[src/kekm_pkg.sv]
// kekm_pkg: shared constants, key codes and the decode word type for the
// keyboard event key map. No dependencies; imported by every module but kekm_ram.
`default_nettype none

package kekm_pkg;

    // sizes fixed by the field widths
    localparam int KEY_SLOTS      = 8;
    localparam int KEY_IDX_W      = 3;
    localparam int CHAR_W         = 9;
    localparam int ROW_BITS       = 32;
    localparam int BIT_W          = 5;
    localparam int CHAR_SLOTS_DEF = 512;
    localparam int DELAY_W        = 8;

    localparam logic [DELAY_W-1:0] REPEAT_DELAY_RST = 8'd20;

    // item kinds
    typedef enum logic [1:0] {
        ACT_EVENT = 2'd0,
        ACT_TAKE  = 2'd1,
        ACT_POLL  = 2'd2,
        ACT_NOP   = 2'd3
    } act_t;

    // whole event words that move the ctrl modifier
    localparam logic [15:0] CTRL_OFF_WORD = 16'hA503;
    localparam logic [15:0] CTRL_ON_WORD  = 16'hA502;

    // state byte
    localparam logic [7:0] ST_PRESS   = 8'h01;
    localparam logic [7:0] ST_RELEASE = 8'h03;

    // modifier range that is skipped
    localparam logic [7:0] MOD_LO = 8'hA1;
    localparam logic [7:0] MOD_HI = 8'hA5;

    // key codes
    localparam logic [7:0] ARROW_UP    = 8'hB5;
    localparam logic [7:0] ARROW_DOWN  = 8'hB6;
    localparam logic [7:0] ARROW_LEFT  = 8'hB4;
    localparam logic [7:0] ARROW_RIGHT = 8'hB7;
    localparam logic [7:0] BTN_SELECT  = 8'hB1;
    localparam logic [7:0] KEY_ENTER   = 8'h0A;
    localparam logic [7:0] KEY_CAPS    = 8'hC1;
    localparam logic [7:0] KEY_BRK_L   = 8'h5B;
    localparam logic [7:0] KEY_BRK_R   = 8'h5D;
    localparam logic [7:0] KEY_F1      = 8'h81;
    localparam logic [7:0] KEY_F2      = 8'h82;
    localparam logic [7:0] KEY_F3      = 8'h83;
    localparam logic [7:0] KEY_F4      = 8'h84;
    localparam logic [7:0] KEY_F5      = 8'h85;
    localparam logic [7:0] FKEY_OFS    = 8'h80;

    // character codes
    localparam logic [7:0] CH_BS     = 8'h08;
    localparam logic [7:0] CH_SPACE  = 8'h20;
    localparam logic [7:0] CH_0      = 8'h30;
    localparam logic [7:0] CH_9      = 8'h39;
    localparam logic [7:0] CH_LA     = 8'h61;
    localparam logic [7:0] CH_LF     = 8'h66;
    localparam logic [7:0] CH_LZ     = 8'h7A;
    localparam logic [7:0] CH_PLUS   = 8'h2B;
    localparam logic [7:0] CH_MINUS  = 8'h2D;
    localparam logic [7:0] CH_STAR   = 8'h2A;
    localparam logic [7:0] CH_SLASH  = 8'h2F;
    localparam logic [7:0] CH_EQ     = 8'h3D;
    localparam logic [7:0] CH_DOT    = 8'h2E;
    localparam logic [7:0] CTRL_OFS  = 8'h60;

    localparam logic [CHAR_W-1:0] CHAR_CR = 9'd13;

    // joystick bit positions
    localparam logic [KEY_IDX_W-1:0] J_UP     = 3'd0;
    localparam logic [KEY_IDX_W-1:0] J_DOWN   = 3'd1;
    localparam logic [KEY_IDX_W-1:0] J_LEFT   = 3'd2;
    localparam logic [KEY_IDX_W-1:0] J_RIGHT  = 3'd3;
    localparam logic [KEY_IDX_W-1:0] J_A      = 3'd4;
    localparam logic [KEY_IDX_W-1:0] J_B      = 3'd5;
    localparam logic [KEY_IDX_W-1:0] J_SELECT = 3'd6;
    localparam logic [KEY_IDX_W-1:0] J_START  = 3'd7;

    // what one event word does
    typedef struct packed {
        logic                 ctrl_held;
        logic                 set;
        logic                 clr;
        logic                 joy_hit;
        logic [KEY_IDX_W-1:0] joy_idx;
        logic                 char_hit;
        logic [CHAR_W-1:0]    char_idx;
        logic                 reboot;
    } dec_t;

endpackage

`default_nettype wire

[src/kekm_ram.sv]
// kekm_ram: generic single write port, single read port RAM with registered read.
// No dependencies.
`default_nettype none

module kekm_ram #(
    parameter int WIDTH = 32,
    parameter int DEPTH = 16,
    parameter int ADDR_W = (DEPTH > 1) ? $clog2(DEPTH) : 1
) (
    input  wire logic              clk,
    input  wire logic              we,
    input  wire logic [ADDR_W-1:0] waddr,
    input  wire logic [WIDTH-1:0]  wdata,
    input  wire logic [ADDR_W-1:0] raddr,
    output logic      [WIDTH-1:0]  rdata
);

    logic [WIDTH-1:0] mem [DEPTH];

    always_ff @(posedge clk)
    begin
        if (we)
        begin
            mem[waddr] <= wdata;
        end
        rdata <= mem[raddr];
    end

endmodule

`default_nettype wire

[src/kekm_decode.sv]
// kekm_decode: turns one event word and the ctrl flag into joystick and
// character map actions. Depends on kekm_pkg.
`default_nettype none

module kekm_decode (
    input  wire logic [15:0]    event_word,
    input  wire logic           ctrl_held,
    output kekm_pkg::dec_t      dec
);

    import kekm_pkg::*;

    logic [7:0] code;
    logic [7:0] mcode;
    logic       ctrl_word;
    logic       skip;

    function automatic logic is_char_key(input logic [7:0] c);
        logic r;
        r = (c == CH_SPACE) || (c == CH_BS)
            || ((c >= CH_0) && (c <= CH_9))
            || ((c >= CH_LA) && (c <= CH_LF))
            || (c == CH_PLUS) || (c == CH_MINUS) || (c == CH_STAR)
            || (c == CH_SLASH) || (c == CH_EQ) || (c == CH_DOT);
        return r;
    endfunction

    always_comb
    begin
        code      = event_word[15:8];
        dec       = '0;
        ctrl_word = (event_word == CTRL_OFF_WORD) || (event_word == CTRL_ON_WORD);

        dec.ctrl_held = ctrl_held;
        if (event_word == CTRL_OFF_WORD)
        begin
            dec.ctrl_held = 1'b0;
        end
        else if (event_word == CTRL_ON_WORD)
        begin
            dec.ctrl_held = 1'b1;
        end

        dec.set = !ctrl_word && (event_word[7:0] == ST_PRESS);
        dec.clr = !ctrl_word && (event_word[7:0] == ST_RELEASE);

        // ctrl letters fold to control codes
        mcode = code;
        if (dec.ctrl_held && (code >= CH_LA) && (code <= CH_LZ))
        begin
            mcode = code - CTRL_OFS;
        end

        skip = (event_word == 16'h0000) || ((code >= MOD_LO) && (code <= MOD_HI));

        if (!skip)
        begin
            unique case (mcode)
                ARROW_UP:
                begin
                    dec.joy_hit = 1'b1;
                    dec.joy_idx = J_UP;
                end
                ARROW_DOWN:
                begin
                    dec.joy_hit = 1'b1;
                    dec.joy_idx = J_DOWN;
                end
                ARROW_LEFT:
                begin
                    dec.joy_hit = 1'b1;
                    dec.joy_idx = J_LEFT;
                end
                ARROW_RIGHT:
                begin
                    dec.joy_hit = 1'b1;
                    dec.joy_idx = J_RIGHT;
                end
                BTN_SELECT:
                begin
                    dec.joy_hit = 1'b1;
                    dec.joy_idx = J_SELECT;
                end
                KEY_ENTER:
                begin
                    dec.joy_hit  = 1'b1;
                    dec.joy_idx  = J_START;
                    dec.char_hit = 1'b1;
                    dec.char_idx = CHAR_CR;
                end
                KEY_BRK_L:
                begin
                    dec.joy_hit = 1'b1;
                    dec.joy_idx = J_B;
                end
                KEY_BRK_R:
                begin
                    dec.joy_hit = 1'b1;
                    dec.joy_idx = J_A;
                end
                KEY_F1, KEY_F2, KEY_F3, KEY_F4, KEY_F5:
                begin
                    // function keys sit just above the byte range
                    dec.char_hit = 1'b1;
                    dec.char_idx = {1'b1, mcode - FKEY_OFS};
                end
                KEY_CAPS:
                begin
                    dec.reboot = dec.ctrl_held;
                end
                default:
                begin
                    if (is_char_key(mcode))
                    begin
                        dec.char_hit = 1'b1;
                        dec.char_idx = {1'b0, mcode};
                    end
                end
            endcase
        end
    end

endmodule

`default_nettype wire

[src/keyboard_event_key_map.sv]
// keyboard_event_key_map: top level with the item sequencer, joystick and repeat
// state and the character flag memory. Depends on kekm_pkg, kekm_decode, kekm_ram.
//
// Decodes keyboard event words into eight joystick bits and a map of character
// flags, hands out the lowest pending character on a take-char word and runs a
// per-key auto-repeat countdown on a repeat-poll word. One word is in flight at a
// time: a key event or repeat poll runs an execute step and then a done step that
// loads the result, with a read-modify-write step of the flag memory between the
// two when it touches the character map; a take-char scans the flag memory from
// its first row, reading one 32-flag row per cycle through the single read port,
// until it finds a flag or has checked the last row. A result held by the receiver
// holds the block in its last step. After reset a clearing pass zeroes the flag
// memory row by row before the first word is taken; configuration writes are
// taken at any time.
`default_nettype none

module keyboard_event_key_map #(
    parameter int CHAR_SLOTS = kekm_pkg::CHAR_SLOTS_DEF
) (
    input  wire logic                            clk,
    input  wire logic                            rst_n,
    // configuration
    input  wire logic                            cfg_valid,
    output logic                                 cfg_ready,
    input  wire logic [kekm_pkg::DELAY_W-1:0]    cfg_data,
    // input words
    input  wire logic                            in_valid,
    output logic                                 in_ready,
    input  wire logic [1:0]                      action,
    input  wire logic [15:0]                     event_word,
    input  wire logic [kekm_pkg::KEY_IDX_W-1:0]  key_index,
    // result words
    output logic                                 out_valid,
    input  wire logic                            out_ready,
    output logic [kekm_pkg::KEY_SLOTS-1:0]       key_states,
    output logic                                 any_key,
    output logic [kekm_pkg::CHAR_W-1:0]          char_code,
    output logic                                 repeat_fire,
    output logic                                 reboot_request
);

    import kekm_pkg::*;

    localparam int ROWS  = (CHAR_SLOTS + ROW_BITS - 1) / ROW_BITS;
    localparam int ROW_W = (ROWS > 1) ? $clog2(ROWS) : 1;
    localparam logic [ROW_W-1:0] LAST_ROW = ROW_W'(ROWS - 1);

    typedef enum logic [2:0] {
        S_CLEAR,
        S_IDLE,
        S_EXEC,
        S_EV_MOD,
        S_SCAN,
        S_DONE
    } state_t;

    state_t                 state_reg;
    act_t                   action_reg;
    logic [15:0]            word_reg;
    logic [KEY_IDX_W-1:0]   key_index_reg;
    logic [DELAY_W-1:0]     delay_reg;
    logic                   ctrl_held_reg;
    logic [KEY_SLOTS-1:0]   joy_reg;
    logic [DELAY_W-1:0]     cnt_reg [KEY_SLOTS];
    logic [ROW_W-1:0]       chk_row_reg;
    logic [ROW_W-1:0]       ev_row_reg;
    logic [BIT_W-1:0]       ev_bit_reg;
    logic                   ev_set_reg;
    logic [CHAR_W-1:0]      chr_reg;
    logic                   fire_reg;
    logic                   reboot_reg;
    logic                   out_valid_reg;
    logic [KEY_SLOTS-1:0]   key_states_reg;
    logic                   any_key_reg;
    logic [CHAR_W-1:0]      char_code_reg;
    logic                   repeat_fire_reg;
    logic                   reboot_request_reg;

    dec_t                   dec;
    logic                   ram_we;
    logic [ROW_W-1:0]       ram_waddr;
    logic [ROW_BITS-1:0]    ram_wdata;
    logic [ROW_W-1:0]       ram_raddr;
    logic [ROW_BITS-1:0]    ram_rdata;
    logic                   scan_hit;
    logic [BIT_W-1:0]       hit_bit;
    logic                   out_load;

    function automatic logic [BIT_W-1:0] low_bit(input logic [ROW_BITS-1:0] v);
        logic [BIT_W-1:0] r;
        r = '0;
        for (int i = ROW_BITS - 1; i >= 0; i--)
        begin
            if (v[i])
            begin
                r = BIT_W'(i);
            end
        end
        return r;
    endfunction

    kekm_decode u_decode (
        .event_word (word_reg),
        .ctrl_held  (ctrl_held_reg),
        .dec        (dec)
    );

    kekm_ram #(
        .WIDTH (ROW_BITS),
        .DEPTH (ROWS),
        .ADDR_W(ROW_W)
    ) u_flags (
        .clk   (clk),
        .we    (ram_we),
        .waddr (ram_waddr),
        .wdata (ram_wdata),
        .raddr (ram_raddr),
        .rdata (ram_rdata)
    );

    assign scan_hit = |ram_rdata;
    assign hit_bit  = low_bit(ram_rdata);
    assign out_load = (state_reg == S_DONE) && (!out_valid_reg || out_ready);

    // flag memory port control
    always_comb
    begin
        ram_we    = 1'b0;
        ram_waddr = chk_row_reg;
        ram_wdata = '0;
        ram_raddr = chk_row_reg;
        unique case (state_reg)
            S_CLEAR:
            begin
                ram_we = 1'b1;
            end
            S_EXEC:
            begin
                if (action_reg == ACT_TAKE)
                begin
                    ram_raddr = '0;
                end
                else
                begin
                    ram_raddr = ROW_W'(dec.char_idx >> BIT_W);
                end
            end
            S_EV_MOD:
            begin
                ram_we    = 1'b1;
                ram_waddr = ev_row_reg;
                if (ev_set_reg)
                begin
                    ram_wdata = ram_rdata | (ROW_BITS'(1) << ev_bit_reg);
                end
                else
                begin
                    ram_wdata = ram_rdata & ~(ROW_BITS'(1) << ev_bit_reg);
                end
            end
            S_SCAN:
            begin
                // next row is read while this one is checked
                ram_raddr = ROW_W'(chk_row_reg + ROW_W'(1));
                if (scan_hit)
                begin
                    ram_we    = 1'b1;
                    ram_wdata = ram_rdata & ~(ROW_BITS'(1) << hit_bit);
                end
            end
            default:
            begin
            end
        endcase
    end

    always_ff @(posedge clk or negedge rst_n)
    begin
        if (!rst_n)
        begin
            state_reg          <= S_CLEAR;
            action_reg         <= ACT_NOP;
            word_reg           <= '0;
            key_index_reg      <= '0;
            delay_reg          <= REPEAT_DELAY_RST;
            ctrl_held_reg      <= 1'b0;
            joy_reg            <= '0;
            cnt_reg            <= '{default: '0};
            chk_row_reg        <= '0;
            ev_row_reg         <= '0;
            ev_bit_reg         <= '0;
            ev_set_reg         <= 1'b0;
            chr_reg            <= '0;
            fire_reg           <= 1'b0;
            reboot_reg         <= 1'b0;
            out_valid_reg      <= 1'b0;
            key_states_reg     <= '0;
            any_key_reg        <= 1'b0;
            char_code_reg      <= '0;
            repeat_fire_reg    <= 1'b0;
            reboot_request_reg <= 1'b0;
        end
        else
        begin
            if (cfg_valid)
            begin
                delay_reg <= cfg_data;
            end

            if (out_load)
            begin
                out_valid_reg <= 1'b1;
            end
            else if (out_valid_reg && out_ready)
            begin
                out_valid_reg <= 1'b0;
            end

            unique case (state_reg)
                S_CLEAR:
                begin
                    if (chk_row_reg == LAST_ROW)
                    begin
                        chk_row_reg <= '0;
                        state_reg   <= S_IDLE;
                    end
                    else
                    begin
                        chk_row_reg <= ROW_W'(chk_row_reg + ROW_W'(1));
                    end
                end
                S_IDLE:
                begin
                    if (in_valid)
                    begin
                        action_reg    <= act_t'(action);
                        word_reg      <= event_word;
                        key_index_reg <= key_index;
                        state_reg     <= S_EXEC;
                    end
                end
                S_EXEC:
                begin
                    chr_reg     <= '0;
                    chk_row_reg <= '0;
                    unique case (action_reg)
                        ACT_EVENT:
                        begin
                            ctrl_held_reg <= dec.ctrl_held;
                            reboot_reg    <= dec.reboot;
                            fire_reg      <= 1'b0;
                            if (dec.joy_hit && (dec.set || dec.clr))
                            begin
                                joy_reg[dec.joy_idx] <= dec.set;
                            end
                            ev_row_reg <= ROW_W'(dec.char_idx >> BIT_W);
                            ev_bit_reg <= dec.char_idx[BIT_W-1:0];
                            ev_set_reg <= dec.set;
                            if (dec.char_hit && (dec.set || dec.clr))
                            begin
                                state_reg <= S_EV_MOD;
                            end
                            else
                            begin
                                state_reg <= S_DONE;
                            end
                        end
                        ACT_TAKE:
                        begin
                            fire_reg   <= 1'b0;
                            reboot_reg <= 1'b0;
                            state_reg  <= S_SCAN;
                        end
                        ACT_POLL:
                        begin
                            reboot_reg <= 1'b0;
                            state_reg  <= S_DONE;
                            if (joy_reg[key_index_reg])
                            begin
                                if (cnt_reg[key_index_reg] == '0)
                                begin
                                    cnt_reg[key_index_reg] <= delay_reg;
                                    fire_reg               <= 1'b1;
                                end
                                else
                                begin
                                    cnt_reg[key_index_reg] <=
                                        cnt_reg[key_index_reg] - DELAY_W'(1);
                                    fire_reg               <= 1'b0;
                                end
                            end
                            else
                            begin
                                cnt_reg[key_index_reg] <= '0;
                                fire_reg               <= 1'b0;
                            end
                        end
                        ACT_NOP:
                        begin
                            fire_reg   <= 1'b0;
                            reboot_reg <= 1'b0;
                            state_reg  <= S_DONE;
                        end
                    endcase
                end
                S_EV_MOD:
                begin
                    state_reg <= S_DONE;
                end
                S_SCAN:
                begin
                    if (scan_hit)
                    begin
                        chr_reg   <= CHAR_W'({chk_row_reg, hit_bit});
                        state_reg <= S_DONE;
                    end
                    else if (chk_row_reg == LAST_ROW)
                    begin
                        state_reg <= S_DONE;
                    end
                    else
                    begin
                        chk_row_reg <= ROW_W'(chk_row_reg + ROW_W'(1));
                    end
                end
                S_DONE:
                begin
                    if (out_load)
                    begin
                        key_states_reg     <= joy_reg;
                        any_key_reg        <= |joy_reg;
                        char_code_reg      <= chr_reg;
                        repeat_fire_reg    <= fire_reg;
                        reboot_request_reg <= reboot_reg;
                        state_reg          <= S_IDLE;
                    end
                end
                default:
                begin
                    state_reg <= S_IDLE;
                end
            endcase
        end
    end

    assign cfg_ready      = 1'b1;
    assign in_ready       = (state_reg == S_IDLE);
    assign out_valid      = out_valid_reg;
    assign key_states     = key_states_reg;
    assign any_key        = any_key_reg;
    assign char_code      = char_code_reg;
    assign repeat_fire    = repeat_fire_reg;
    assign reboot_request = reboot_request_reg;

    a_accept_exec: assert property (@(posedge clk) disable iff (!rst_n)
        (in_valid && in_ready) |=> (state_reg == S_EXEC))
        else $error("accepted word did not start execution");

    a_no_write_idle: assert property (@(posedge clk) disable iff (!rst_n)
        (state_reg == S_IDLE) |-> !ram_we)
        else $error("flag memory written while idle");

    a_fire_poll: assert property (@(posedge clk) disable iff (!rst_n)
        (out_load && fire_reg) |-> (action_reg == ACT_POLL))
        else $error("repeat fire outside a repeat poll");

    a_char_take: assert property (@(posedge clk) disable iff (!rst_n)
        (out_load && (chr_reg != '0)) |-> (action_reg == ACT_TAKE))
        else $error("character returned outside a take");

    a_reboot_ctrl: assert property (@(posedge clk) disable iff (!rst_n)
        (out_load && reboot_reg) |-> ((action_reg == ACT_EVENT) && ctrl_held_reg))
        else $error("reboot without ctrl held on a key event");

endmodule

`default_nettype wire

[config.mk]
export PLATFORM = sky130hd
export DESIGN_NAME = keyboard_event_key_map
export DESIGN_NICKNAME = d
export VERILOG_FILES = /design/src/kekm_pkg.sv /design/src/kekm_ram.sv /design/src/kekm_decode.sv /design/src/keyboard_event_key_map.sv
export SDC_FILE = /design/constraint.sdc
export NUM_CORES = 1
export LEC_CHECK = 0
export ABC_AREA = 1
export BUFFER_PORTS_ARGS = -buffer_cell sky130_fd_sc_hd__buf_2
export CAP_MARGIN = 40
export CORE_UTILIZATION = 39
export CTS_CLUSTER_DIAMETER = 200
export DETAILED_ROUTE_END_ITERATION = 8
export MAX_ROUTING_LAYER = met4
export PLACE_DENSITY = 0.61
export SLEW_MARGIN = 15
export SYNTH_ARGS = -nofsm -noshare
export SYNTH_HDL_FRONTEND = slang
export SYNTH_SLANG_ARGS = --single-unit
[constraint.sdc]
create_clock -name clk -period 4.4 [get_ports clk]
set_input_delay 0.44 -clock clk [delete_from_list [all_inputs] [get_ports clk]]
set_output_delay 0.44 -clock clk [all_outputs]
set_load 0.02 [all_outputs]
---- Word-level counts from Yosys, hierarchy flattened ----
Memories as Yosys holds them, arrays and structs flattened. A register that Yosys moved wholly into a read port is not among the register bits.
Index checks and enable logic that the tools add are counted.
word-level totals
  register bits ........................... 151
  RAM bits ................................ 512
  input bits .............................. 34
  output and inout port bits .............. 23
  memories kept ........................... 1
memories
  name         depth  bits a word  rd ports  clocked after memory_dff  write ports  line            RTL
  u_flags.mem  16     32           1         1                         1            kekm_ram.sv:18  logic [WIDTH-1:0] mem [DEPTH];
cells by class
  add/sub/neg operators ................... 4
  magnitude comparators ................... 13
  eq/ne operators ......................... 42
  shifts and indexed selects .............. 2
  mux-type cells .......................... 84
  bitwise logic cells ..................... 8
  reductions and logical operators ........ 51
operators with widths
  cell                                                                count
  5-bit 2-to-1 mux                                                    32
  64-bit bitwise mux                                                  2
  64-bit 2-to-1 mux                                                   2
  8-bit == test, second input constant                                11
  32-bit AND                                                          2
  64-bit AND                                                          1
  32-bit 2-to-1 mux                                                   2
  32-bit NOT                                                          2
  64-bit NOT                                                          1
  32-bit case mux with 2 select lines                                 1
  1-bit by 5-bit << shifter with 32-bit output, first input constant  2
  8-bit by 6-bit == test with 1-bit output, second input constant     7
  16-bit == test, second input constant                               2
  8-bit 2-to-1 mux                                                    4
  32-bit bitwise OR                                                   1
  4-bit case mux with 8 select lines                                  1
  32-bit OR reduction                                                 1
  10-bit case mux with 3 select lines                                 1
  8-bit binary-select mux with 3-bit select                           1
  8-bit demux with 3-bit select                                       1
  4-bit 2-to-1 mux                                                    5
  3-bit 2-to-1 mux                                                    6
  3-bit case mux with 6 select lines                                  1
  9-bit case mux with 2 select lines                                  1
  other kinds (54)                                                    114

---- Depth between registers and ports, before layout ----
  word-level depth ........................ 37
  depth in mapped cells ................... 36

---- Cells and area by module ----
From an unflattened synthesis, not the netlist that was laid out.
second synthesis, totals
  cell total of the unflattened synthesis .. 3368
  area, all modules ....................... 31975.7 µm²
by module, submodules not included
  module                  instances  cells an instance  area each (µm²)  sequential area each (µm²)
  kekm_ram                1          2120               22730.6          16015.4
  keyboard_event_key_map  1          1080               8356.8           3783.6
  kekm_decode             1          168                888.4            0.0

---- Worst setup path before layout ----
No wires, ideal clock.
  path type ............................... register -> register
  from .................................... register state_reg[0]
  to ...................................... memory u_flags.mem[0][0], enable pin
  data arrival time ....................... 3.687 ns
  path slack .............................. 0.252 ns
  stages on the path, launching flop included .. 8
  cell sequence ........................... dfrtp_1 nor2_1 nand2_1 nor2_1 clkinv_1 nand3_1 inv_1 nor3_1
on the way
  cells in the longest elaborated chain, start to end .. 5
ends and longest elaborated chain
  what                                                                           line                           RTL
  from (decl)                                                                    keyboard_event_key_map.sv:57   state_t state_reg;
  from (signal assigned)                                                         keyboard_event_key_map.sv:181  state_reg <= S_CLEAR;
  from (signal assigned)                                                         keyboard_event_key_map.sv:225  state_reg <= S_IDLE;
  from (signal assigned)                                                         keyboard_event_key_map.sv:239  state_reg <= S_EXEC;
  3-bit by 2-bit == test with 1-bit output or 3-bit logical NOT (tied branches)  keyboard_event_key_map.sv:132  unique case (state_reg)
  2-bit OR reduction (no line)                                                   --
  1-bit case mux with 2 select lines                                             keyboard_event_key_map.sv:132
  1-bit 2-to-1 mux                                                               kekm_ram.sv:22                 if (we)
  1-bit 2-to-1 mux (not written as such)                                         kekm_ram.sv:24                 mem[waddr] <= wdata;
  to (decl)                                                                      kekm_ram.sv:18
Parallel ways exist; a longest one is shown, timed or not.

---- Worst setup path after layout ----
  from .................................... register word_reg[11]
  to ...................................... register u_flags.rdata[14] (read register of u_flags.mem)
on the way
  cells in the longest elaborated chain, start to end .. 21
ends and longest elaborated chain
  what                                                                    line                                  RTL
  from (decl)                                                             keyboard_event_key_map.sv:59          logic [15:0] word_reg;
  from (signal assigned)                                                  keyboard_event_key_map.sv:237         word_reg <= event_word;
  16-bit == test                                                          kekm_decode.sv:39                     else if (event_word == CTRL_ON_WORD)
  1-bit 2-to-1 mux                                                        kekm_decode.sv:39
  1-bit 2-to-1 mux                                                        kekm_decode.sv:35                     if (event_word == CTRL_OFF_WORD)
  1-bit logical AND (2 in series)                                         kekm_decode.sv:49                     if (dec.ctrl_held && (code >= CH_LA) && (code <= CH_LZ))
  8-bit 2-to-1 mux                                                        kekm_decode.sv:49
  8-bit by 6-bit >= comparator with 1-bit output (tied with other cells)  kekm_decode.sv:21                     || ((c >= CH_0) && (c <= CH_9))
  1-bit logical AND or 1-bit logical OR (tied branches)                   kekm_decode.sv:21, kekm_decode.sv:20
  1-bit logical OR                                                        kekm_decode.sv:21
  1-bit logical OR                                                        kekm_decode.sv:22                     || ((c >= CH_LA) && (c <= CH_LF))
  1-bit logical OR (3 in series)                                          kekm_decode.sv:23                     || (c == CH_PLUS) || (c == CH_MINUS) || (c == CH_STAR)
  1-bit logical OR (3 in series)                                          kekm_decode.sv:24                     || (c == CH_SLASH) || (c == CH_EQ) || (c == CH_DOT);
  10-bit 2-to-1 mux                                                       kekm_decode.sv:113                    if (is_char_key(mcode))
  10-bit case mux with 3 select lines                                     kekm_decode.sv:58                     unique case (mcode)
  15-bit 2-to-1 mux *                                                     kekm_decode.sv:56                     if (!skip)
  4-bit 2-to-1 mux *                                                      keyboard_event_key_map.sv:139         if (action_reg == ACT_TAKE)
  4-bit case mux with 2 select lines *                                    keyboard_event_key_map.sv:132
  to (decl)                                                               kekm_ram.sv:15                        output logic [WIDTH-1:0] rdata
Mark *: on every way between the ends. The rest lies on a longest branch, timed or not.
A chain may end at the register's enable or synchronous reset.

==> impl.org <==
** Pwr
- Across the VDD grid, the largest voltage drop is between 0.0003 and 0.0004 V.
- For this design the static power due to leakage is 12.58 nW.
- Pwr per Cell Area :: between 600 and 700 nW/um^2

** Timing
- Clock Skew :: between 0.02 and 0.025 ns
- Period Utilization, post-route :: roughly nine tenths
- Setup TNS Final :: 0 ns
- Final Critical Period :: approximately 4 ns
- Transition time at the pin with the least slew margin :: between 0.9 and 1 ns
- The number of hold-slack violations in the final timing report was 0.
- Setup-violating endpoint count in the final report :: 0
- Final Slew Violations :: 0
- Unrepaired setup endpoints after global routing :: false
- FMAX :: approximately 0.25 GHz
- In this run the tightest slew margin relative to its limit is 34.50%.

** GRT
- First-pass GRT wire length :: roughly 130 mm
- Number of antenna violations at the first check in global routing :: 0
- Tot GR Track Use :: a little over a fifth
- The via count of the first global-routing pass was a little over 20000.
- Summed over all layers, the global routing overflow is 0.
- Entering global routing, the biggest net connects 113 pins.

** Setup path
- Worst setup EP type :: flip-flop
- The critical path goes through nor2_8 > nand2_2 > nor2_4 > nand3_1 > nor2_1 > nor2_1 > a21oi_4 > nand2_2 > o21ai_2 > nand4_1 > nand3_1 > nand3_1 > nand3_2 > nor2_2 > nand2_2 > nand2_8 > inv_6 > buf_12 > nor2_1 > nor2_1 > o21ai_0 > nand3_1 > nand3_1 > nand2_1.
- Crit-path max FO :: 57
- Slowest stage cell on the critical path :: sky130_fd_sc_hd__dfrtp_1
- Data on the critical path arrives at its endpoint at between 4 and 5 ns.
- The worst setup path is launched from a flip-flop.
- Worst path max stage delay :: approximately 0.56 ns
- The most numerous cell type found on the critical path is sky130_fd_sc_hd__nand3_1.
- The critical path is of the flip-flop to flip-flop type.
- Data required, critical path :: ~5.0 ns

** Clock network
- The tree is rooted in a sky130_fd_sc_hd__clkbuf_16.
- Clk buf depth :: 3
- Number of clock buffers inserted by TritonCTS :: 77
- TritonCTS built the clock tree.
- Total clock sinks :: 695
- Clock slew seen by the registers of the worst setup and hold paths :: roughly 0.060 ns
- The H-tree was split into 3 levels.
- The later pin in the worst-skew pair is clocked with a latency of approximately 0.62 ns.

** Cells and area
- Synthesis-to-layout area growth :: 14.72%
- Post-route cell area :: around 34000 um^2
- Flip-flop count of the largest register, all copies and words added :: 512
- In the final layout, the share of cells above drive strength 1 is about 11%.
- After filler insertion, the fill cell instance count of the layout stands at 6889.
- Final layout net count :: 2853
- Antenna fix cells :: 0

** Detailed routing
- Routed via count :: around 21000
- For this run, design rule violations remaining after detail routing come to 0.
- Number of DRC markers in iteration 0 :: between 2000 and 2500
- Detailed Routing Iterations Pass 1 :: 7
- In this run the remaining antenna-violating nets after routing total 0.
- Via density per instance :: 5.453
- In the final routed layout, each cell accounts on average for about 21 um.
- The final layout contains routed wiring with a total length of 82.53 mm.

** Placement
- Last weighted congestion value of the routability-driven placer :: 0.9335
- Detailed placer's ending HPWL :: 48.89 mm
- Summing all placed instances gives a cell area of ~32000 um^2.
- Count of input and output buffers :: 55

** Synth
- The share of the Yosys chip area taken by registers is about two thirds.
- Number of synthesis warnings :: 0
- Netlist area before placement :: 29910 um^2
- Synthesis produced a netlist with a net count of 2775.
- A synthesized cell averages between 10 and 15 um^2.
- In this run, synthesis inferred between 500 and 600 flip-flops with an integrated enable.
- Number of library cell types mapped by synthesis :: 58
- In the synthesized netlist the async set-or-reset flop fraction comes to a little over a fifth.
- For this run, the leading register cell type out of synthesis is sky130_fd_sc_hd__edfxtp_1.
- Counting flops and latches in the post-synthesis netlist gives slightly below 700.
- Counting every instance in the synthesized netlist gives between 2000 and 3000.

** Die
- In this run the standard cell core region covers roughly 76000 um^2.
- The die is 278.9 um wide.
- # IOs :: 57
- The initialized floorplan defines 101 standard-cell rows.
- The die covers 77810 um^2.
- The floorplan step set the die height to ~280 um.
- Starting utilization of the core area :: roughly two fifths

** Hold path
- The path class of the tightest hold or removal check is input pin to flip-flop.

** Outcome
- The flow ran to the end, and the final reports show no timing, DRC or antenna violations.

** Run
- Max-cap violations in this run came to 0.
[critical path: cells and delay by family, from the launching register on]
family / cells / cell delay, ns
AO/OA/AOI/OAI: 3 / 0.49
buffers and inverters: 2 / 0.69
flip-flops: 1 / 0.56
AND/OR/NAND/NOR: 19 / 2.08
[synthesized netlist by cell type (48+ instances only)]
master	n	area, um^2
sky130_fd_sc_hd__a21oi_1	63	315.3
sky130_fd_sc_hd__buf_2	48	240.2
sky130_fd_sc_hd__clkbuf_1	64	240.2
sky130_fd_sc_hd__dfrtp_1	147	3679
sky130_fd_sc_hd__edfxtp_1	512	15370
sky130_fd_sc_hd__inv_1	174	653.1
sky130_fd_sc_hd__nand2_1	268	1006
sky130_fd_sc_hd__nand3_1	272	1361
sky130_fd_sc_hd__nor2_1	381	1430
sky130_fd_sc_hd__o211ai_1	135	1013
sky130_fd_sc_hd__o21ai_0	205	1026
sky130_fd_sc_hd__o21ai_1	72	360.4
sky130_fd_sc_hd__or2_0	95	594.3
[routing by layer]
layer	wire, um	global-route usage [%]	up-vias
met4	1583	5.311	0
li1	-	-	9885
met3	6001	3.255	142
met2	38610	34.00	813
met5	0	-	-
met1	36330	30.06	10480
[kinds of logic after synthesis]
logic type	after synthesis	synth area share [%]
flops	695	66.19
fa+ha+maj	4	0.1673
other cells	1	0.01254
simple gates	1124	16.98
compound gates	568	11.43
mux	15	0.5647
xor+xnor	3	0.08786
buf+inv	327	4.568
[path summary, 6_finish.rpt]
kind / start / endpoint / slack [ns] / cells after the start
setup reg to reg: word_reg[11] / u_flags.rdata[14] / 0.40 / 24
min in group asynchronous: rst_n / word_reg[14] / 0.42 / 2
setup / recovery: word_reg[11] / u_flags.rdata[14] / 0.40 / 24
hold reg to reg: key_states[5] / key_states[5] / 0.48 / 2
hold / removal: cfg_data[6] / delay_reg[6] / 0.04 / 3
max in group asynchronous: rst_n / delay_reg[4] / 2.94 / 3
[area by class of cell]
| cell class | instances | area [um^2] | area share [%] |
|---|---|---|---|
| Sequential cell | 695 | 19800 | 57.69 |
| Multi-Input combinational cell | 1715 | 8885 | 25.89 |
| Clock buffer | 108 | 2166 | 6.311 |
| Tap cell | 1030 | 1289 | 3.755 |
| Timing Repair Buffer | 137 | 1100 | 3.205 |
| Inverter | 189 | 716.9 | 2.089 |
| Clock inverter | 35 | 361.6 | 1.054 |
[report_power, final]
part	switching (W)	internal, W
Combinational	0.00586	0.00259
Clock	0.00262	0.00381
Sequential	0.000560	0.00851
Total	0.00904	0.0149
[placed cells by master (no fill, tap or decap), drive strengths merged, types with 24 or more instances in the layout]
cell type    n
dfxtp       32
nor3        32
nand4       24
nand3      273
clkbuf     108
a21oi       64
o211ai     135
nor2       386
or2        128
edfxtp     512
o21ai      279
o22ai       46
buf        136
nand2      272
dfrtp      147
clkinv      26
inv        190
[per-stage QoR]
| stage | std cells | utilization, % | hold slack [ns] | worst slack, ns | power (W) |
|---|---|---|---|---|---|
| after global placement | 3762 | 41.80 | 0.4609 | 0.6104 | 0.01743 |
| after detailed placement | 3764 | 41.82 | 0.4716 | 0.5475 | 0.01760 |
| after global routing | 3909 | 45.18 | 0.03655 | 0.1533 | 0.02529 |
| after CTS | 3908 | 45.16 | 0.01860 | 0.4762 | 0.02406 |
| final | 3909 | 45.18 | 0.04218 | 0.3964 | 0.02395 |
| after floorplan | 2737 | - | 0.1444 | 0.2519 | 0.01473 |
[what timing repair did]
action                    4_1_cts  5_1_grt
gates resized for setup         0        0
hold buffers                    1        0
hold endpoints to repair       70        0
buffers inserted                0        0
Note: power is estimated with default switching activity, not from simulation.
